$ cat src/sv/mbet_pkg.sv
// mbet_pkg: shared types, constants and the saturation helper for the
// escape-time pixel block. No dependencies.
package mbet_pkg;

  localparam int COORD_BITS = 12;
  localparam int FRAC_BITS  = 28;
  localparam int STEP_FRAC  = 28;
  localparam int STEP_W     = 29;
  localparam int CNT_W      = 8;
  localparam int CH_W       = 8;
  localparam int CFG_W      = 29;
  localparam int CFG_IDX_W  = 2;
  localparam int FIFO_DEPTH_DEF = 2;

  // Q4.FRAC value, product after the fraction shift, and a sum with headroom
  localparam int VAL_W  = FRAC_BITS + 4;
  localparam int PROD_W = VAL_W + 4;
  localparam int SUM_W  = PROD_W + 1;

  // pixel times step, exact
  localparam int PIXPROD_W = COORD_BITS + STEP_W;

  // divider sizes for count*255 over the limit or count+8
  localparam int DVD_W = 2 * CNT_W;
  localparam int DVS_W = CNT_W + 1;

  localparam logic [CH_W-1:0]  CH_MAX      = 8'd255;
  localparam logic [DVS_W-1:0] COLOUR_BIAS = 9'd8;
  localparam logic [PIXPROD_W-1:0] COORD_LIM = PIXPROD_W'(64'd10 << STEP_FRAC);

  typedef logic signed [VAL_W-1:0]  val_t;
  typedef logic signed [PROD_W-1:0] prod_t;
  typedef logic signed [SUM_W-1:0]  sum_t;

  localparam sum_t SAT_HI = {{(SUM_W-VAL_W+1){1'b0}}, {(VAL_W-1){1'b1}}};
  localparam sum_t SAT_LO = {{(SUM_W-VAL_W+1){1'b1}}, {(VAL_W-1){1'b0}}};
  localparam sum_t FOUR_Q   = sum_t'(64'd4 << FRAC_BITS);
  localparam sum_t ORIGIN_X = -sum_t'(64'd2 << FRAC_BITS);
  localparam sum_t ORIGIN_Y = -sum_t'(64'd1 << FRAC_BITS);

  typedef enum logic [CFG_IDX_W-1:0] {
    REG_MAX_ITER    = 2'd0,
    REG_X_STEP      = 2'd1,
    REG_Y_STEP      = 2'd2,
    REG_COLOUR_MODE = 2'd3
  } cfg_reg_e;

  typedef struct packed {
    logic [COORD_BITS-1:0] pixel_x;
    logic [COORD_BITS-1:0] pixel_y;
  } pix_t;

  typedef struct packed {
    logic [CNT_W-1:0] escape_count;
    logic [CH_W-1:0]  red;
    logic [CH_W-1:0]  green;
    logic [CH_W-1:0]  blue;
  } res_t;

  typedef struct packed {
    logic [CNT_W-1:0]  max_iterations;
    logic [STEP_W-1:0] x_step;
    logic [STEP_W-1:0] y_step;
    logic              colour_mode;
  } cfg_t;

  localparam cfg_t CFG_RST = '{
    max_iterations: 8'd60,
    x_step:         29'd786432,
    y_step:         29'd745654,
    colour_mode:    1'b0
  };

  typedef struct packed {
    val_t cr;
    val_t ci;
  } cpoint_t;

  // clamp to the Q4.FRAC range
  function automatic val_t sat_val(sum_t v);
    if (v > SAT_HI) begin
      return SAT_HI[VAL_W-1:0];
    end else if (v < SAT_LO) begin
      return SAT_LO[VAL_W-1:0];
    end
    return v[VAL_W-1:0];
  endfunction

endpackage

$ cat src/sv/mbet_front.sv
// mbet_front: takes pixel items and maps them to the complex point c.
// Depends on mbet_pkg.
module mbet_front import mbet_pkg::*; (
  input  logic    clk_i,
  input  logic    rst_ni,
  input  cfg_t    cfg_i,
  input  logic    push_i,
  output logic    full_o,
  input  pix_t    pix_i,
  input  logic    fifo_full_i,
  output logic    fifo_push_o,
  output cpoint_t fifo_data_o
);

  localparam int SHL = (FRAC_BITS >= STEP_FRAC) ? FRAC_BITS - STEP_FRAC : 0;
  localparam int SHR = (FRAC_BITS >= STEP_FRAC) ? 0 : STEP_FRAC - FRAC_BITS;

  logic                 stg_valid_q, stg_valid_d;
  logic [PIXPROD_W-1:0] prod_x_q, prod_y_q;
  logic                 accept;

  function automatic val_t to_coord(logic [PIXPROD_W-1:0] prod, sum_t origin);
    logic [PIXPROD_W-1:0] lim;
    logic [SUM_W-1:0]     v;
    lim = (prod > COORD_LIM) ? COORD_LIM : prod;
    v   = (SUM_W'(lim) << SHL) >> SHR;
    return sat_val(origin + sum_t'(v));
  endfunction

  assign full_o      = stg_valid_q & fifo_full_i;
  assign accept      = push_i & ~full_o;
  assign fifo_push_o = stg_valid_q & ~fifo_full_i;
  assign stg_valid_d = accept | (stg_valid_q & fifo_full_i);

  assign fifo_data_o.cr = to_coord(prod_x_q, ORIGIN_X);
  assign fifo_data_o.ci = to_coord(prod_y_q, ORIGIN_Y);

  always_ff @(posedge clk_i or negedge rst_ni) begin
    if (!rst_ni) begin
      stg_valid_q <= 1'b0;
    end else begin
      stg_valid_q <= stg_valid_d;
    end
  end

  always_ff @(posedge clk_i) begin
    if (accept) begin
      prod_x_q <= PIXPROD_W'(pix_i.pixel_x) * PIXPROD_W'(cfg_i.x_step);
      prod_y_q <= PIXPROD_W'(pix_i.pixel_y) * PIXPROD_W'(cfg_i.y_step);
    end
  end

endmodule

$ cat config.mk
export PLATFORM = sky130hd
export DESIGN_NAME = mbet_front
export DESIGN_NICKNAME = d
export VERILOG_FILES = /design/src/sv/mbet_pkg.sv /design/src/sv/mbet_front.sv
export SDC_FILE = /design/constraint.sdc
export NUM_CORES = 2
export LEC_CHECK = 0
export ABC_AREA = 1
export BUFFER_PORTS_ARGS = -buffer_cell sky130_fd_sc_hd__buf_2
export CAP_MARGIN = 20
export CORE_AREA = 4 4 246 248
export CTS_CLUSTER_DIAMETER = 30
export CTS_CLUSTER_SIZE = 8
export DETAILED_ROUTE_END_ITERATION = 7
export DIE_AREA = 0 0 250 252
export SKIP_LAST_GASP = 1
export SLEW_MARGIN = 20
export SYNTH_ARGS = -nofsm -noshare
export SYNTH_HDL_FRONTEND = slang
export SYNTH_SLANG_ARGS = --single-unit
$ cat constraint.sdc
create_clock -name clk_i -period 5.1 [get_ports clk_i]
set_input_delay 0.51 -clock clk_i [delete_from_list [all_inputs] [get_ports clk_i]]
set_output_delay 0.51 -clock clk_i [all_outputs]
set_load 0.02 [all_outputs]
==> impl_metrics.ini <==
[logic_synthesis]
synth_top_family_by_area = adder cells
synth_compound_area_frac = 0.0427
yosys.cell_count.top_type = nand2_1
synthXorXnorAreaFrac = 0.0218
synth.mux.area_fraction = 0
synth_area_um2 = 26100
syn_area_per_cell_um2 = 7.70
syn_nets = 4180
synth-edff-count = 82
synth_top_area_cell = fa_1
synth_warnings = 0
netlist_top_cells_count = nand2_1 (979), inv_1 (914), fa_1 (540)
synth-seq-cells = 83
post-synth-top-area-fraction = 0.415
yosys.area_share.adder = 0.492
synth_ff_type = edfxtp_1
ys_seq_area_frac = 0.0955
synth_simple_gate_area_frac = 0.193
synthDistinctLibCells = 37
syn_inst = 3384
synthTopCellsByArea = fa_1 (41%), nand2_1 (14%), inv_1 (13%), edfxtp_1 (9.5%), ha_1 (7.7%)
ys_async_sr_fraction = 0.0120

[floorplanning]
start_util = 0.446
die_y_um = 252
core_area_um2 = 58500
row_count = 89
ioPinCount = 161
dieWidth_um = 250
dieArea_um2 = 63000

[timing]
hold_viol_final = 0
min_period_ns = 4.95
skew_ns = 0.00802
slew_headroom = 0.291
setup_viol = 0
post-route-period-util = 0.971
rsz0062_at_grt = yes
worstMarginPinSlew_ns = 1.06
max_freq_mhz = 202
final_max_slew_viol_count = 0

[route]
drtIter0Drc = 1292
finalWirelength_um = 68600
wl_per_cell_um = 14.8
viasPerCell = 4.78
drt-pass1-iter-count = 6
drc_errors = 0
vias = 22100
drtAntennaViolNets = 0

[worst_hold_path]
min-delay-start = push_i
hold_path.class = input pin to flop
min_to = stg_valid_q
holdPathStages = 3

[clock_network]
tritoncts = yes
cts_sinks = 83
cts_max_level = 3
cts_max_path_buffers = 2
cts_root_buf = clkbuf_16
cts_buffers = 9
clock_latency_ns = 0.34
clkTransAtPathRegs_ns = 0.07

[place]
dpl.hpwl_um = 58300
routabilityCongestion = 0.896
port_buffers = 151
dp.cells = 4599

[global_route]
grt_pass1_wl_um = 113000
grt_usage = 0.217
grt_overflow = 0
antenna_found_initial = 0
grt_max_degree = 83
grt_pass1_vias = 22800

[cells_and_area]
syn2layout_area_growth_pct = 24.5
drive_gt1_frac = 0.205
antenna_cells = 0
fillers = 5532
fin_cells = 4631
finalNetCount = 4649

[critical_path]
endpoint_kind = flop
critPathBufInv = 6
r2r_start = stg_valid_q
critPathRequiredTime_ns = 5.18
worstSetupStartpointType = input pin
crit_chain = buf_6, buf_4, nand2_1, inv_1, fa_1, inv_1, fa_1, fa_1, fa_1, fa_1, inv_1, ha_1, a21oi_2, inv_1, a31oi_4, o21ai_1, a21oi_2, o21ai_2, nand2_1, nand2_2, xor2_2
crit_path_frequent_cell = fa_1
arrival_ns = 5.04
max_stage_delay_ns = 0.59
worstPathMaxFanout = 16
cp_top_family = adder cells
reg2regPathDepth = 4
reg2reg_to = prod_x_q[1]
critPathSlowestCell = fa_1
worst-setup-path-type = input pin to flop
r2r_setup_slack_ns = 3.27

[run]
drv_cap = 0

[status]
status = finished clean
## registers in the layout (all words and copies together) (netlist names)
| signal | flops |
|---|---|
| stg_valid_q | 1 |
| prod_x_q | 41 |
| prod_y_q | 41 |
## through the flow
step | hold WS [ns] | cell area [µm²] | setup WS, ns | setup TNS [ns] | utilization
after detailed placement | 0.289 | 30800 | -0.588 | -19.95 | 0.527
after floorplan | 0.214 | 26200 | -0.0190 | -0.0190 | -
after CTS | 0.387 | 31200 | 0.000804 | 0 | 0.533
final | 0.397 | 32400 | 0.147 | 0 | 0.555
after global routing | 0.407 | 32400 | -0.0769 | -0.240 | 0.555
after global placement | 0.285 | 30800 | -0.521 | -17.92 | 0.527
## cell type report
cell class | count | area, µm² | share of cell area
inverters | 915 | 3430 | 0.106
clock inverters | 7 | 51.3 | 0.00158
well taps | 773 | 967 | 0.0298
repair buffers | 607 | 4780 | 0.147
flip-flops and latches | 83 | 2490 | 0.0767
clock buffers | 9 | 225 | 0.00695
multi-input cells | 2237 | 20500 | 0.632
## layout by cell type (no fill, tap or decap), drive strengths merged, types with 47 or more instances in the layout
master / synthesis / routed
a21oi: 84 / 84
buf: 26 / 589
edfxtp: 82 / 82
fa: 540 / 540
ha: 161 / 161
inv: 915 / 917
nand2: 981 / 981
nand3: 94 / 94
nor2: 151 / 151
o21ai: 51 / 51
xor2: 47 / 47
## cell families after synthesis
group                      Yosys count
AOI/OAI and AO/OA                  197
xor gates and xnor gates            65
adders and majority gates          701
buffers and inverters             1064
DFF                                 83
and+or+nand+nor                   1274
## repair_timing
action | in CTS | in global routing
pin swaps | 1 | 68
setup buffers | 0 | 10
resized for setup | 17 | 253
hold endpoints to repair | 1 | 0
setup endpoints to repair | 31 | 46
cloned | 0 | 6
hold buffers | 1 | 0
## how the worst max path moves through the flow
stage | from | end | slack, ns | cells past startpoint
3_5_place_dp | pix_i[18] | prod_x_q[28] | -0.59 | 21
6_report | pix_i[7] | prod_y_q[36] | 0.15 | 21
2_1_floorplan | pix_i[3] | prod_y_q[40] | -0.02 | 20
3_3_place_gp | pix_i[6] | prod_y_q[39] | -0.52 | 21
5_1_grt | pix_i[4] | prod_y_q[40] | -0.08 | 20
4_1_cts | pix_i[20] | prod_x_q[39] | 0.0008 | 21
## metal layers
layer,share of wire,vias to the layer above,GRT usage,wire length (µm)
li1,-,10700,-,-
met4,0.016,0,0.0342,1120
met2,0.49,474,0.380,33800
met5,0,-,0,0
met3,0.043,79,0.0174,2930
met1,0.45,10900,0.303,30700
## tightest hold or removal path, stage by stage
cell and delay, ns:
buf_2 0.07, inv_1 0.06, nand2_1 0.07
Power is not shown: default switching activity piles up to over one toggle a cycle in this logic, so the estimate is an artifact.
