--- config.mk ---
export PLATFORM = sky130hd
export DESIGN_NAME = mbet_div
export DESIGN_NICKNAME = d
export VERILOG_FILES = /design/src/sv/mbet_pkg.sv /design/src/sv/mbet_div.sv
export SDC_FILE = /design/constraint.sdc
export NUM_CORES = 1
export LEC_CHECK = 0
export BUFFER_PORTS_ARGS = -buffer_cell sky130_fd_sc_hd__clkbuf_2
export CAP_MARGIN = 30
export CORE_AREA = 3 3 79 58
export CTS_CLUSTER_SIZE = 30
export DETAILED_ROUTE_END_ITERATION = 8
export DIE_AREA = 0 0 82 61
export HOLD_SLACK_MARGIN = 0.02
export PLACE_DENSITY = 0.79
export SYNTH_ARGS = -nofsm -noshare
export SYNTH_HDL_FRONTEND = slang
export SYNTH_SLANG_ARGS = --single-unit
--- constraint.sdc ---
create_clock -name clk_i -period 3 [get_ports clk_i]
set_clock_uncertainty 0.1 [all_clocks]
set_input_delay 0.6 -clock clk_i [delete_from_list [all_inputs] [get_ports clk_i]]
set_output_delay 0.6 -clock clk_i [all_outputs]
set_load 0.05 [all_outputs]
--- src/sv/mbet_pkg.sv ---
// mbet_pkg: shared types, constants and the saturation helper for the
// escape-time pixel block. No dependencies.
package mbet_pkg;

  localparam int COORD_BITS = 12;
  localparam int FRAC_BITS  = 28;
  localparam int STEP_FRAC  = 28;
  localparam int STEP_W     = 29;
  localparam int CNT_W      = 8;
  localparam int CH_W       = 8;
  localparam int CFG_W      = 29;
  localparam int CFG_IDX_W  = 2;
  localparam int FIFO_DEPTH_DEF = 2;

  // Q4.FRAC value, product after the fraction shift, and a sum with headroom
  localparam int VAL_W  = FRAC_BITS + 4;
  localparam int PROD_W = VAL_W + 4;
  localparam int SUM_W  = PROD_W + 1;

  // pixel times step, exact
  localparam int PIXPROD_W = COORD_BITS + STEP_W;

  // divider sizes for count*255 over the limit or count+8
  localparam int DVD_W = 2 * CNT_W;
  localparam int DVS_W = CNT_W + 1;

  localparam logic [CH_W-1:0]  CH_MAX      = 8'd255;
  localparam logic [DVS_W-1:0] COLOUR_BIAS = 9'd8;
  localparam logic [PIXPROD_W-1:0] COORD_LIM = PIXPROD_W'(64'd10 << STEP_FRAC);

  typedef logic signed [VAL_W-1:0]  val_t;
  typedef logic signed [PROD_W-1:0] prod_t;
  typedef logic signed [SUM_W-1:0]  sum_t;

  localparam sum_t SAT_HI = {{(SUM_W-VAL_W+1){1'b0}}, {(VAL_W-1){1'b1}}};
  localparam sum_t SAT_LO = {{(SUM_W-VAL_W+1){1'b1}}, {(VAL_W-1){1'b0}}};
  localparam sum_t FOUR_Q   = sum_t'(64'd4 << FRAC_BITS);
  localparam sum_t ORIGIN_X = -sum_t'(64'd2 << FRAC_BITS);
  localparam sum_t ORIGIN_Y = -sum_t'(64'd1 << FRAC_BITS);

  typedef enum logic [CFG_IDX_W-1:0] {
    REG_MAX_ITER    = 2'd0,
    REG_X_STEP      = 2'd1,
    REG_Y_STEP      = 2'd2,
    REG_COLOUR_MODE = 2'd3
  } cfg_reg_e;

  typedef struct packed {
    logic [COORD_BITS-1:0] pixel_x;
    logic [COORD_BITS-1:0] pixel_y;
  } pix_t;

  typedef struct packed {
    logic [CNT_W-1:0] escape_count;
    logic [CH_W-1:0]  red;
    logic [CH_W-1:0]  green;
    logic [CH_W-1:0]  blue;
  } res_t;

  typedef struct packed {
    logic [CNT_W-1:0]  max_iterations;
    logic [STEP_W-1:0] x_step;
    logic [STEP_W-1:0] y_step;
    logic              colour_mode;
  } cfg_t;

  localparam cfg_t CFG_RST = '{
    max_iterations: 8'd60,
    x_step:         29'd786432,
    y_step:         29'd745654,
    colour_mode:    1'b0
  };

  typedef struct packed {
    val_t cr;
    val_t ci;
  } cpoint_t;

  // clamp to the Q4.FRAC range
  function automatic val_t sat_val(sum_t v);
    if (v > SAT_HI) begin
      return SAT_HI[VAL_W-1:0];
    end else if (v < SAT_LO) begin
      return SAT_LO[VAL_W-1:0];
    end
    return v[VAL_W-1:0];
  endfunction

endpackage

--- src/sv/mbet_div.sv ---
// mbet_div: restoring divider, one quotient bit per cycle.
// Depends on mbet_pkg.
module mbet_div import mbet_pkg::*; (
  input  logic             clk_i,
  input  logic             rst_ni,
  input  logic             start_i,
  input  logic [DVD_W-1:0] dividend_i,
  input  logic [DVS_W-1:0] divisor_i,
  output logic             done_o,
  output logic [DVD_W-1:0] quotient_o
);

  localparam int STEP_CW = $clog2(DVD_W);
  localparam logic [STEP_CW-1:0] LAST_STEP = STEP_CW'(DVD_W - 1);

  logic               busy_q, done_q;
  logic [STEP_CW-1:0] cnt_q;
  logic [DVS_W-1:0]   rem_q, dvs_q;
  logic [DVD_W-1:0]   sh_q;
  logic [DVS_W:0]     trial, diff;
  logic               fits;

  assign trial = {rem_q, sh_q[DVD_W-1]};
  assign diff  = trial - {1'b0, dvs_q};
  assign fits  = (trial >= {1'b0, dvs_q});

  assign done_o     = done_q;
  assign quotient_o = sh_q;

  always_ff @(posedge clk_i or negedge rst_ni) begin
    if (!rst_ni) begin
      busy_q <= 1'b0;
      done_q <= 1'b0;
      cnt_q  <= '0;
    end else begin
      done_q <= busy_q & (cnt_q == LAST_STEP);
      if (start_i) begin
        busy_q <= 1'b1;
        cnt_q  <= '0;
      end else if (busy_q) begin
        cnt_q <= cnt_q + 1'b1;
        if (cnt_q == LAST_STEP) begin
          busy_q <= 1'b0;
        end
      end
    end
  end

  always_ff @(posedge clk_i) begin
    if (start_i) begin
      rem_q <= '0;
      dvs_q <= divisor_i;
      sh_q  <= dividend_i;
    end else if (busy_q) begin
      rem_q <= fits ? diff[DVS_W-1:0] : trial[DVS_W-1:0];
      sh_q  <= {sh_q[DVD_W-2:0], fits};
    end
  end

endmodule

==> results.md <==
Global routing:
- The number of global-route vias before repair came to 1,332.
- The largest net degree at the start of global routing is 24.
- After global routing the overflow that remains totals 0.
- The global routing usage summed across all routing layers is 0.172.
- The number of antenna violations at the first check in global routing is 0.
- The wire length of the first global-routing pass is 6360 µm.

Clocking:
- After clock tree synthesis, the clock-pin slew on the worst setup and hold paths is 0.07 ns.
- The longest clock path from root to sink contains 2 buffers.
- The number of resized instances in the post-cts repair step is 0.
- The insertion delay to the later sink of the worst-skew pair is 0.28 ns.
- The H-tree depth reported by CTS is 2.
- CTS placed an instance of sky130_fd_sc_hd__clkbuf_8 at the clock tree root.
- TritonCTS built the clock tree.
- The buffers inserted during post-CTS setup optimization is 0.
- The number of sinks driven by the clock tree is 40.
- The number of buffers added by the clock tree synthesis step is 5.
- The hold buffer count at cts is 0.

Timing:
- For the pin with the worst max-slew slack, the measured transition is 0.557 ns.
- The final count of pins violating max slew is 0.
- Setup repair after global routing left no endpoint under its margin.
- Derived from the worst setup path, the maximum achievable clock frequency is about 380 MHz.
- The number of setup violations in the final report is 0.
- Setup slack closes at 0.364 ns.
- The tightest slew margin relative to the limit is 0.628.
- The count of endpoints failing hold in the final timing report is 0.
- The smallest clock period supported by the final layout is computed as 2.64 ns.
- The share of the clock period used by the worst path is 0.879.
- The total negative slack is 0 ns.

Floorplan:
- The height of the chip is 61 µm.
- For this configuration, the core starts out at a cell density of 0.532.
- The total core area is roughly 3900 µm².
- The area enclosed by the die boundary is around 5000 µm².
- The die is 82 µm wide.
- The number of core rows is 19.
- The number of I/O pins is 45.

Logic synthesis:
- The number of distinct library cells after synthesis is 43.
- The net count of the mapped netlist is 213.
- The share of the Yosys chip area taken by registers is 0.521.
- The average instance in the mapped netlist occupies 11.9 µm².
- For this run, the leading register cell type out of synthesis is sky130_fd_sc_hd__edfxtp_1.
- The number of flip-flops and latches in the synthesized netlist is 40.
- Counting flops with an async set or reset pin after synthesis yields a share of 0.150.
- In this run the cell area of the synthesized design comes to 2080 µm².
- Yosys printed 0 warnings.
- In this run, synthesis inferred 25 flip-flops with an integrated enable.
- The instance count of the mapped netlist is approximately 170.

Critical path:
- The setup path with the least slack is of type reg2reg.
- The worst reg-to-reg path cell count is 8.
- The count of cell instances traversed by the critical path is 8.
- The type of element capturing the critical path is a flip-flop.
- The origin of the critical flop-to-flop path is quotient_o[15].
- The worst setup path startpoint is quotient_o[15].
- Traced cell by cell, the critical path runs through inv_1 > ha_1 > inv_1 > fa_1 > a211oi_1 > o21a_1 > o211ai_2 > mux2_2.
- The largest single stage delay on the critical path is roughly 0.40 ns.
- The kind of cell adding the most delay to the critical path is compound AO/OA/AOI/OAI gates.
- The endpoint arrival time on the critical path is 2.58 ns.
- The setup slack of the most critical reg-to-reg path is 0.36 ns.
- The worst setup path is launched from a flip-flop.
- At the worst endpoint, the required time is 2.94 ns.
- The buffering stage count on the worst path with inverters included is 2.
- The slowest cell on the critical path is sky130_fd_sc_hd__edfxtp_1.
- In this run the critical register-to-register path is captured at quotient_o[0].
- The endpoint of the most critical setup path is quotient_o[0].
- The most numerous cell type found on the critical path is sky130_fd_sc_hd__inv_1.
- Of all nets on the critical path, the largest fanout is 8.

Place:
- During placement, the flow inserted port buffers numbering 44.
- Routability-driven placement finished with a final weighted congestion of 0.949.
- The final HPWL from detailed placement is about 2900 µm.
- Timing analysis after detailed placement gives a worst setup slack of approximately 0.37 ns.

Cells and area:
- The growth of design area from synthesis to finish is 18.4%.
- The library cells used most frequently in the layout, excluding fill and tap cells, are sky130_fd_sc_hd__clkbuf_2, sky130_fd_sc_hd__edfxtp_1, sky130_fd_sc_hd__mux2_2, sky130_fd_sc_hd__nor2_1, sky130_fd_sc_hd__inv_1.
- The library cell used most frequently in the layout, excluding fill and tap cells, is sky130_fd_sc_hd__clkbuf_2.
- The diode insertion count for antenna repair is 0.
- The number of nets in the final layout is 263.
- The layout has roughly 330 filler cells.
- The ratio of cells with drive above 1 in the final layout is 0.333.

Hold path:
- The min-delay analysis places its worst path in the category in2reg.
- In this run the most critical hold path is launched from divisor_i[6].

Detailed routing:
- For this run, design rule violations remaining after detail routing come to 0.
- The count of antenna-violating nets left after detailed routing is 0.
- The average wire length per cell after detail routing is 14.0 µm.
- For this run, the detailed router's first-pass iteration total came to 4.
- Dividing the detail-routed via count by the number of cells gives 5.32.
- After the first detailed-routing iteration, the DRC count stood at 93.
- Summing over every cut layer, the via total after detailed routing is around 1,500.
- The wire length reported by the detailed router is 3870 µm.

Pwr:
- For this design the static power due to leakage is 1.09 nW.
- The worst-case IR drop observed on VDD is between 400 and 500 µV.
- The design draws 0.00192 W.
- The total power density per cell area is between 700 and 800 nW/µm².

Outcome:
- The flow ran to the end, and the final reports show no timing, DRC or antenna violations.

Flow run:
- The total of max-cap violations is 0.
cell usage after synthesis, types with 2 or more instances:
library cell | count | area share
sky130_fd_sc_hd__nor2_1 | 15 | 0.027
sky130_fd_sc_hd__dfrtp_1 | 6 | 0.072
sky130_fd_sc_hd__nand2_1 | 7 | 0.013
sky130_fd_sc_hd__buf_1 | 3 | 0.0054
sky130_fd_sc_hd__inv_1 | 13 | 0.024
sky130_fd_sc_hd__mux2_2 | 16 | 0.087
sky130_fd_sc_hd__o211ai_1 | 3 | 0.011
sky130_fd_sc_hd__a311oi_1 | 3 | 0.013
sky130_fd_sc_hd__clkbuf_1 | 2 | 0.0036
sky130_fd_sc_hd__xnor2_1 | 2 | 0.0084
sky130_fd_sc_hd__edfxtp_1 | 25 | 0.36
sky130_fd_sc_hd__nand2b_1 | 2 | 0.0060
sky130_fd_sc_hd__ha_1 | 10 | 0.060
sky130_fd_sc_hd__xor2_1 | 5 | 0.021
sky130_fd_sc_hd__a21oi_1 | 7 | 0.017
sky130_fd_sc_hd__dfxtp_1 | 9 | 0.087
sky130_fd_sc_hd__nand3_1 | 6 | 0.014
sky130_fd_sc_hd__or3_1 | 2 | 0.0060
sky130_fd_sc_hd__a211oi_1 | 7 | 0.025
sky130_fd_sc_hd__a21o_1 | 2 | 0.0072
sky130_fd_sc_hd__mux2i_1 | 7 | 0.034
report_power, final:
group | total (W) | switching [W] | internal (W)
combinational | 0.000829 | 0.000487 | 0.000343
sequential | 0.000758 | 0.0000689 | 0.000689
clock | 0.000337 | 0.000175 | 0.000162
total | 0.00192 | 0.000730 | 0.00119
flip-flops by register name, indices dropped and copies added, names as in the netlist:
name / flops
dvs_q: 9
rem_q: 9
done_o: 1
cnt_q: 4
quotient_o: 16
busy_q: 1
layer usage:
| metal | wire length, µm | GRT usage |
|---|---|---|
| met1 | 1940 | 0.249 |
| met2 | 1660 | 0.251 |
| met3 | 239 | 0.0519 |
| met4 | 25 | 0.0498 |
| met5 | 0 | 0 |
logic make-up (layout without fill, tap and decap cells):
logic type	Yosys count	count (layout)	share of synthesized area
and+or+nand+nor	42	42	0.107
DFF	40	40	0.521
AOI/OAI and AO/OA	32	32	0.117
buffers and inverters	19	70	0.0350
adders and majority gates	11	11	0.0699
xor gates and xnor gates	7	7	0.0295
muxes	23	23	0.121
cell type report:
cell class | count | area, µm² | share of cell area
clock buffer | 7 | 76.3 | 0.0311
clock inverter | 1 | 3.75 | 0.00153
inverter | 13 | 48.8 | 0.0199
multi-input combinational | 115 | 922 | 0.375
sequential | 40 | 1080 | 0.440
tap | 52 | 65.1 | 0.0265
timing repair buffer | 49 | 260 | 0.106
how the worst min path moves through the flow:
| stage | cells after the start | slack (ns) | endpoint |
|---|---|---|---|
| after detailed placement | 1 | 0.33 | done_o |
| after CTS | 1 | 0.02 | cnt_q[0] |
| after global routing | 1 | 0.37 | dvs_q[2] |
| after global placement | 1 | 0.33 | cnt_q[2] |
| final | 1 | 0.39 | dvs_q[6] |
| after floorplan | 0 | 0.20 | busy_q |
metrics by stage:
stage	util	cell area (µm²)	hold slack, ns	instances
floorplan	-	2080	0.204	174
global placement	0.607	2370	0.332	268
detailed placement	0.607	2370	0.334	268
CTS	0.628	2450	0.0217	276
global route	0.630	2460	0.373	277
finish	0.630	2460	0.387	277
Power figures use the tool's default switching activity.
