### src/sv/mbet_pkg.sv
// mbet_pkg: shared types, constants and the saturation helper for the
// escape-time pixel block. No dependencies.
package mbet_pkg;

  localparam int COORD_BITS = 12;
  localparam int FRAC_BITS  = 28;
  localparam int STEP_FRAC  = 28;
  localparam int STEP_W     = 29;
  localparam int CNT_W      = 8;
  localparam int CH_W       = 8;
  localparam int CFG_W      = 29;
  localparam int CFG_IDX_W  = 2;
  localparam int FIFO_DEPTH_DEF = 2;

  // Q4.FRAC value, product after the fraction shift, and a sum with headroom
  localparam int VAL_W  = FRAC_BITS + 4;
  localparam int PROD_W = VAL_W + 4;
  localparam int SUM_W  = PROD_W + 1;

  // pixel times step, exact
  localparam int PIXPROD_W = COORD_BITS + STEP_W;

  // divider sizes for count*255 over the limit or count+8
  localparam int DVD_W = 2 * CNT_W;
  localparam int DVS_W = CNT_W + 1;

  localparam logic [CH_W-1:0]  CH_MAX      = 8'd255;
  localparam logic [DVS_W-1:0] COLOUR_BIAS = 9'd8;
  localparam logic [PIXPROD_W-1:0] COORD_LIM = PIXPROD_W'(64'd10 << STEP_FRAC);

  typedef logic signed [VAL_W-1:0]  val_t;
  typedef logic signed [PROD_W-1:0] prod_t;
  typedef logic signed [SUM_W-1:0]  sum_t;

  localparam sum_t SAT_HI = {{(SUM_W-VAL_W+1){1'b0}}, {(VAL_W-1){1'b1}}};
  localparam sum_t SAT_LO = {{(SUM_W-VAL_W+1){1'b1}}, {(VAL_W-1){1'b0}}};
  localparam sum_t FOUR_Q   = sum_t'(64'd4 << FRAC_BITS);
  localparam sum_t ORIGIN_X = -sum_t'(64'd2 << FRAC_BITS);
  localparam sum_t ORIGIN_Y = -sum_t'(64'd1 << FRAC_BITS);

  typedef enum logic [CFG_IDX_W-1:0] {
    REG_MAX_ITER    = 2'd0,
    REG_X_STEP      = 2'd1,
    REG_Y_STEP      = 2'd2,
    REG_COLOUR_MODE = 2'd3
  } cfg_reg_e;

  typedef struct packed {
    logic [COORD_BITS-1:0] pixel_x;
    logic [COORD_BITS-1:0] pixel_y;
  } pix_t;

  typedef struct packed {
    logic [CNT_W-1:0] escape_count;
    logic [CH_W-1:0]  red;
    logic [CH_W-1:0]  green;
    logic [CH_W-1:0]  blue;
  } res_t;

  typedef struct packed {
    logic [CNT_W-1:0]  max_iterations;
    logic [STEP_W-1:0] x_step;
    logic [STEP_W-1:0] y_step;
    logic              colour_mode;
  } cfg_t;

  localparam cfg_t CFG_RST = '{
    max_iterations: 8'd60,
    x_step:         29'd786432,
    y_step:         29'd745654,
    colour_mode:    1'b0
  };

  typedef struct packed {
    val_t cr;
    val_t ci;
  } cpoint_t;

  // clamp to the Q4.FRAC range
  function automatic val_t sat_val(sum_t v);
    if (v > SAT_HI) begin
      return SAT_HI[VAL_W-1:0];
    end else if (v < SAT_LO) begin
      return SAT_LO[VAL_W-1:0];
    end
    return v[VAL_W-1:0];
  endfunction

endpackage

### src/sv/mbet_fifo.sv
// mbet_fifo: short queue of mapped points between front and core.
// Depends on mbet_pkg.
module mbet_fifo import mbet_pkg::*; #(
  parameter int DEPTH = FIFO_DEPTH_DEF
) (
  input  logic    clk_i,
  input  logic    rst_ni,
  input  logic    push_i,
  input  cpoint_t data_i,
  output logic    full_o,
  input  logic    pop_i,
  output cpoint_t data_o,
  output logic    empty_o
);

  localparam int IDX_W   = (DEPTH > 1) ? $clog2(DEPTH) : 1;
  localparam int LEVEL_W = $clog2(DEPTH + 1);
  localparam logic [IDX_W-1:0]   LAST_IDX = IDX_W'(DEPTH - 1);
  localparam logic [LEVEL_W-1:0] FULL_LVL = LEVEL_W'(DEPTH);

  cpoint_t            mem_q [DEPTH];
  logic [IDX_W-1:0]   wr_ptr_q, rd_ptr_q;
  logic [LEVEL_W-1:0] level_q;
  logic               do_push, do_pop;

  assign full_o  = (level_q == FULL_LVL);
  assign empty_o = (level_q == '0);
  assign do_push = push_i & ~full_o;
  assign do_pop  = pop_i & ~empty_o;
  assign data_o  = mem_q[rd_ptr_q];

  always_ff @(posedge clk_i or negedge rst_ni) begin
    if (!rst_ni) begin
      wr_ptr_q <= '0;
      rd_ptr_q <= '0;
      level_q  <= '0;
    end else begin
      if (do_push) begin
        wr_ptr_q <= (wr_ptr_q == LAST_IDX) ? '0 : wr_ptr_q + 1'b1;
      end
      if (do_pop) begin
        rd_ptr_q <= (rd_ptr_q == LAST_IDX) ? '0 : rd_ptr_q + 1'b1;
      end
      if (do_push && !do_pop) begin
        level_q <= level_q + 1'b1;
      end else if (do_pop && !do_push) begin
        level_q <= level_q - 1'b1;
      end
    end
  end

  always_ff @(posedge clk_i) begin
    if (do_push) begin
      mem_q[wr_ptr_q] <= data_i;
    end
  end

endmodule

### config.mk
export PLATFORM = sky130hd
export DESIGN_NAME = mbet_fifo
export DESIGN_NICKNAME = d
export VERILOG_FILES = /design/src/sv/mbet_pkg.sv /design/src/sv/mbet_fifo.sv
export SDC_FILE = /design/constraint.sdc
export NUM_CORES = 1
export LEC_CHECK = 0
export BUFFER_PORTS_ARGS = -buffer_cell sky130_fd_sc_hd__buf_4
export CAP_MARGIN = 0
export CORE_MARGIN = 2
export CORE_UTILIZATION = 31
export CTS_CLUSTER_DIAMETER = 100
export DETAILED_ROUTE_END_ITERATION = 10
export PLACE_DENSITY = 0.64
export REMOVE_ABC_BUFFERS = 1
export SLEW_MARGIN = 20
export SYNTH_ARGS = -nofsm -noshare
export SYNTH_HDL_FRONTEND = slang
export SYNTH_SLANG_ARGS = --single-unit
### constraint.sdc
create_clock -name clk_i -period 10.15 [get_ports clk_i]
set_input_delay 2.03 -clock clk_i [delete_from_list [all_inputs] [get_ports clk_i]]
set_output_delay 2.03 -clock clk_i [all_outputs]
set_load 0.02 [all_outputs]
==> impl_metrics.json, run 1 <==
{
  "status": "completed",
  "drcViolationCount": 0,
  "cts_max_level": 4,
  "syn_to_final_growth_pct": 35.0,
  "dp_hpwl_mm": 5.86,
  "layout_commonest_cell": "buf_4",
  "cap_violations": 0,
  "rsz0062_at_grt": "no",
  "tns_ns": 0,
  "gp_congestion": 0.690,
  "synth_area_per_cell_um2": 23.0,
  "synth_seq_cells": 132,
  "drtPass1Iterations": 4,
  "p_switching_uw": 634,
  "layout_min_cycle_time_ns": 4.43,
  "die-area_um2": 17200,
  "grtUsageMet1": 0.123,
  "hp-class": "flip-flop to flip-flop",
  "crit_required_ns": 8.12,
  "post_cts_resized": 0,
  "slew_viol_final": 0,
  "cts.clk_slew.worst_paths_ns": 0.05,
  "overflow": 0,
  "use_met2": 0.183,
  "tritoncts": "yes",
  "cp-end-kind": "primary output",
  "fin_crit_sh": 0.436,
  "syn_inst": 218,
  "skew_ns": 0.00712,
  "num_vias": 2472,
  "avgViaCountPerCell": 4.16,
  "ir_drop_uv": 293,
  "register_area_um2": 3950,
  "wirelength_mm": 9.14,
  "cp-start-kind": "flip-flop",
  "worst_slew_pin_slew_ns": 0.941,
  "yosysSeqAreaShare": 0.785,
  "p_per_area_nw_per_um2": 305,
  "cts_num_sinks": 132,
  "rows": 46,
  "finalSetupViolCount": 0,
  "pwr-share-clk": 0.263,
  "core-area_um2": 15900,
  "postCtsHoldBufs": 0,
  "grt_max_degree": 65,
  "synth_area_um2": 5020,
  "portBuffers": 133,
  "leakage_nw": 2.65,
  "multi_input_area_um2": 1010,
  "grt_pass1_vias": 2731,
  "n_fill_cell": 1463,
  "cts_root_buffer": "clkbuf_16",
  "hold_violations": 0,
  "ios": 134,
  "cts_setup_buffers": 0,
  "grtUsageTotal": 0.110,
  "grtUsageMet3": 0.0513,
  "antenna_found_initial": 0,
  "initial_core_util": 0.316,
  "top_usage_layer": "met2",
  "fmax_mhz": 226,
  "clkLatencyLatePin_ns": 0.41,
  "drive_gt1_frac": 0.601,
  "ant_nets": 0,
  "numCtsBuffers": 17,
  "ys.warnings.count": 0,
  "wire_per_inst_um": 15.4,
  "pwr-share-comb": 0.344,
  "cp.arrival_ns": 2.40,
  "slew_headroom": 0.373,
  "path_class": "flip-flop to primary output",
  "dr.first_iter.drc_count": 144,
  "p_int_mw": 1.44,
  "die_h_um": 131,
  "fin_nets": 434,
  "grt_pass1_wl_mm": 14.4,
  "switching_share": 0.306,
  "p_seq_frac": 0.393,
  "worst_slack_ns": 5.72,
  "clock_path_buffers": 2,
  "ys_types": 15,
  "layout_common_cells": "buf_4, edfxtp_1, mux2_4, clkbuf_16, mux2_2",
  "critPathMaxFanout": 35,
  "insertedDiodeCount": 0,
  "dieWidth_um": 131,
  "pre_cts_slack_ns": 6.10,
  "total_power_mw": 2.07
}
[sequential cells by signal, indices dropped and copies added, names as in the netlist]
signal / cells
mem_q: 128
level_q: 2
wr_ptr_q: 1
rd_ptr_q: 1
[layout make-up]
type	count	area share
clock buffer	21	0.0650
clock inverter	11	0.0129
inverter	2	0.00111
multi-input combinational	77	0.149
sequential	132	0.583
tap	216	0.0399
timing repair buffer	135	0.150
[critical path, cell delays in order, from the launching register on]
cell and delay, ns:
dfrtp_4 0.77, buf_4 0.60, mux2_2 0.40, buf_4 0.16
[synthesized netlist by cell type]
cell      count  area [um2]
buf_2         1        5.00
dfrtp_1       4         100
nor2_1        3        11.3
nand2_1       1        3.75
mux2_2       14         158
nand2b_1      1        6.26
edfxtp_1    128        3840
xnor2_1       3        26.3
o21ai_0       1        5.00
ha_1          1        12.5
and3_1        1        6.26
mux2_4       50         751
inv_1         2        7.51
buf_6         6        67.6
xor2_1        2        17.5
[power groups by stage]
stage	logic (mW)	registers, mW	clock network (mW)
4_1_cts	0.727	0.818	0.559
5_1_grt	0.754	0.828	0.587
3_3_place_gp	0.717	0.820	0
6_report	0.711	0.814	0.544
3_5_place_dp	0.725	0.829	0
2_1_floorplan	0.459	0.839	0
[cell families (layout without fill, tap and decap cells)]
group	after synthesis	count (layout)	share of synthesized area
adder cells (fa/ha/maj)	1	1	0.00249
multiplexers	64	64	0.181
buffers and inverters	9	169	0.0159
AO/OA/AOI/OAI	1	1	0.000996
flip-flops	132	132	0.785
AND/OR/NAND/NOR	6	6	0.00548
XOR/XNOR	5	5	0.00872
[path summary, 6_finish.rpt]
| path | start | end | slack (ns) | cells after the start |
|---|---|---|---|---|
| worst max-delay path | rd_ptr_q$_DFFE_PN0P_ | data_o[46] | 5.72 | 3 |
| worst min-delay path | level_q[1]$_DFFE_PN0P_ | level_q[1]$_DFFE_PN0P_ | 0.53 | 1 |
| worst max register to register | level_q[0]$_DFFE_PN0P_ | mem_q[0][54]$_DFFE_PP_ | 8.17 | 4 |
| worst min register to register | level_q[1]$_DFFE_PN0P_ | level_q[1]$_DFFE_PN0P_ | 0.53 | 1 |
| max in group asynchronous | rst_ni | rd_ptr_q$_DFFE_PN0P_ | 8.62 | 1 |
| min in group asynchronous | rst_ni | level_q[0]$_DFFE_PN0P_ | 1.41 | 1 |
[per-layer routing]
layer / vias up / wire, um
met3: 8 / 624
met5: - / 0
met4: 0 / 77
met2: 86 / 4720
li1: 1151 / -
met1: 1227 / 3720
[per-stage QoR]
step | area (um2) | instances | hold slack [ns] | util
final | 6780 | 594 | 0.528 | 0.427
after CTS | 6780 | 594 | 0.530 | 0.427
after detailed placement | 6250 | 562 | 0.515 | 0.393
after floorplan | 4950 | 211 | 0.461 | -
after global placement | 6250 | 562 | 0.500 | 0.393
after global routing | 6780 | 594 | 0.548 | 0.427
(Power assumes the default switching activity.)
==> run 2, diff against run 1 <==
Settings changed: PLACE_DENSITY 0.64 to 0.66.
Clock period 10.15 ns to 3.9 ns, I/O delays scaled along.
==> run 2 against run 1 <==
  * Hold slack lost 0.36 ns
  * Flip-flop and latch count stayed put
  * Critical path depth unchanged
  * Register-to-register slack lost 6.1 ns
  * First-iteration DRC count decreased by 28%
  * Total power grew to 2.6 times the previous value
  * Sequential power increased to 2.6 times the previous value
  * Combinational power increased to 2.6 times the previous value
==> impl_metrics.json, run 2 (synthesis gave the netlist of run 1 again) <==
{
  "fin_nets": 435,
  "tns_ns": 0,
  "path_class": "flip-flop to primary output",
  "hp-class": "primary input to async pin",
  "cts_max_level": 4,
  "portBuffers": 133,
  "insertedDiodeCount": 0,
  "cp.buffers_inverters": 2,
  "crit_path_top_delay_cell": "dfrtp_4",
  "post_cts_resized": 0,
  "holdWs_ns": 0.164,
  "top_register": "mem_q",
  "gp_congestion": 0.685,
  "numCtsBuffers": 17,
  "worst_slack_ns": 0.977,
  "p_int_mw": 3.80,
  "n_fill_cell": 1434,
  "skew_ns": 0.00388,
  "cp_top_family": "flip-flops",
  "cap_violations": 0,
  "cp.arrival_ns": 2.14,
  "drtPass1Iterations": 4,
  "fmax_mhz": 342,
  "cts.clk_slew.worst_paths_ns": 0.05,
  "overflow": 0,
  "largest_reg_flops": 128,
  "postCtsHoldBufs": 0,
  "rsz0062_at_grt": "no",
  "wirelength_mm": 8.96,
  "rows": 46,
  "ir_drop_uv": 607,
  "wire_per_inst_um": 15.1,
  "pwr-share-comb": 0.344,
  "initial_core_util": 0.316,
  "dp_hpwl_mm": 5.87,
  "avgViaCountPerCell": 4.18,
  "critPathMaxFanout": 34,
  "grtUsageTotal": 0.110,
  "dr.first_iter.drc_count": 104,
  "core-area_um2": 15900,
  "hold_violations": 0,
  "grt_max_degree": 65,
  "crit_required_ns": 3.12,
  "dieWidth_um": 131,
  "grt_pass1_wl_mm": 14.2,
  "slew_viol_final": 0,
  "clkLatencyLatePin_ns": 0.40,
  "slew_headroom": 0.387,
  "cts_setup_buffers": 0,
  "cp-end-kind": "primary output",
  "pre_cts_slack_ns": 1.39,
  "p_per_area_nw_per_um2": 799,
  "pwr-share-clk": 0.264,
  "cts_root_buffer": "clkbuf_16",
  "p_switching_mw": 1.63,
  "grt_pass1_vias": 2670,
  "status": "completed",
  "p_seq_frac": 0.391,
  "finalSetupViolCount": 0,
  "clock_path_buffers": 2,
  "drcViolationCount": 0,
  "path_cells": "buf_12, mux2_2, buf_4",
  "drive_gt1_frac": 0.598,
  "ant_nets": 0,
  "cpPeakStageDelay_ns": 0.81,
  "post_dp_cell_area_um2": 6270,
  "layout_min_cycle_time_ns": 2.92,
  "die_h_um": 131,
  "fin_crit_sh": 0.749,
  "tritoncts": "yes",
  "final_cell_area_um2": 6800,
  "syn_to_final_growth_pct": 35.3,
  "die-area_um2": 17200,
  "ios": 134,
  "worst_slew_pin_slew_ns": 0.920,
  "antenna_found_initial": 0,
  "layout_commonest_cell": "buf_4",
  "top_regs": "mem_q: 128 flops, level_q: 2 flops",
  "cp-start-kind": "flip-flop",
  "cts_num_sinks": 132,
  "layout_common_cells": "buf_4, edfxtp_1, mux2_4, clkbuf_16, mux2_2",
  "num_vias": 2477,
  "leakage_nw": 2.67,
  "switching_share": 0.300
}
run 2: layout make-up:
class                   count  area, um2  share of cell area
inverters                   2       7.51             0.00110
multi-input cells          77       1010               0.149
well taps                 216        270              0.0398
clock buffers              20        437              0.0643
flip-flops and latches    132       3950               0.581
clock inverters             9       90.1              0.0133
repair buffers            136       1030               0.152
run 2: power groups by stage:
| stage | combinational, mW | clock [mW] | sequential, mW |
|---|---|---|---|
| floorplan | 1.19 | 0 | 2.18 |
| global placement | 1.89 | 0 | 2.15 |
| detailed placement | 1.90 | 0 | 2.16 |
| CTS | 1.91 | 1.48 | 2.13 |
| global route | 1.97 | 1.54 | 2.17 |
| finish | 1.87 | 1.43 | 2.12 |
run 2: metrics by stage:
stage,utilization,power (mW),cells
floorplan,-,3.38,211
global placement,0.395,4.03,563
detailed placement,0.395,4.06,563
CTS,0.428,5.52,592
global route,0.428,5.68,592
finish,0.428,5.43,592
run 2: routing by layer:
metal | global-route usage | wire length, um | vias to the layer above
met4 | 0.0471 | 131 | 0
li1 | - | - | 1148
met3 | 0.0517 | 663 | 12
met2 | 0.180 | 4500 | 86
met1 | 0.122 | 3670 | 1231
met5 | 0 | 0 | -
run 2: path summary, 6_finish.rpt:
check	slack, ns	startpoint	end	cells past startpoint
min in group clk_i	0.51	level_q[1]$_DFFE_PN0P_	level_q[1]$_DFFE_PN0P_	1
min	0.16	rst_ni	level_q[1]$_DFFE_PN0P_	1
min reg2reg	0.51	level_q[1]$_DFFE_PN0P_	level_q[1]$_DFFE_PN0P_	1
max	0.98	rd_ptr_q$_DFFE_PN0P_	data_o[34]	3
max reg2reg	2.09	level_q[0]$_DFFE_PN0P_	mem_q[1][8]$_DFFE_PP_	2
max in group asynchronous	3.62	rst_ni	rd_ptr_q$_DFFE_PN0P_	1
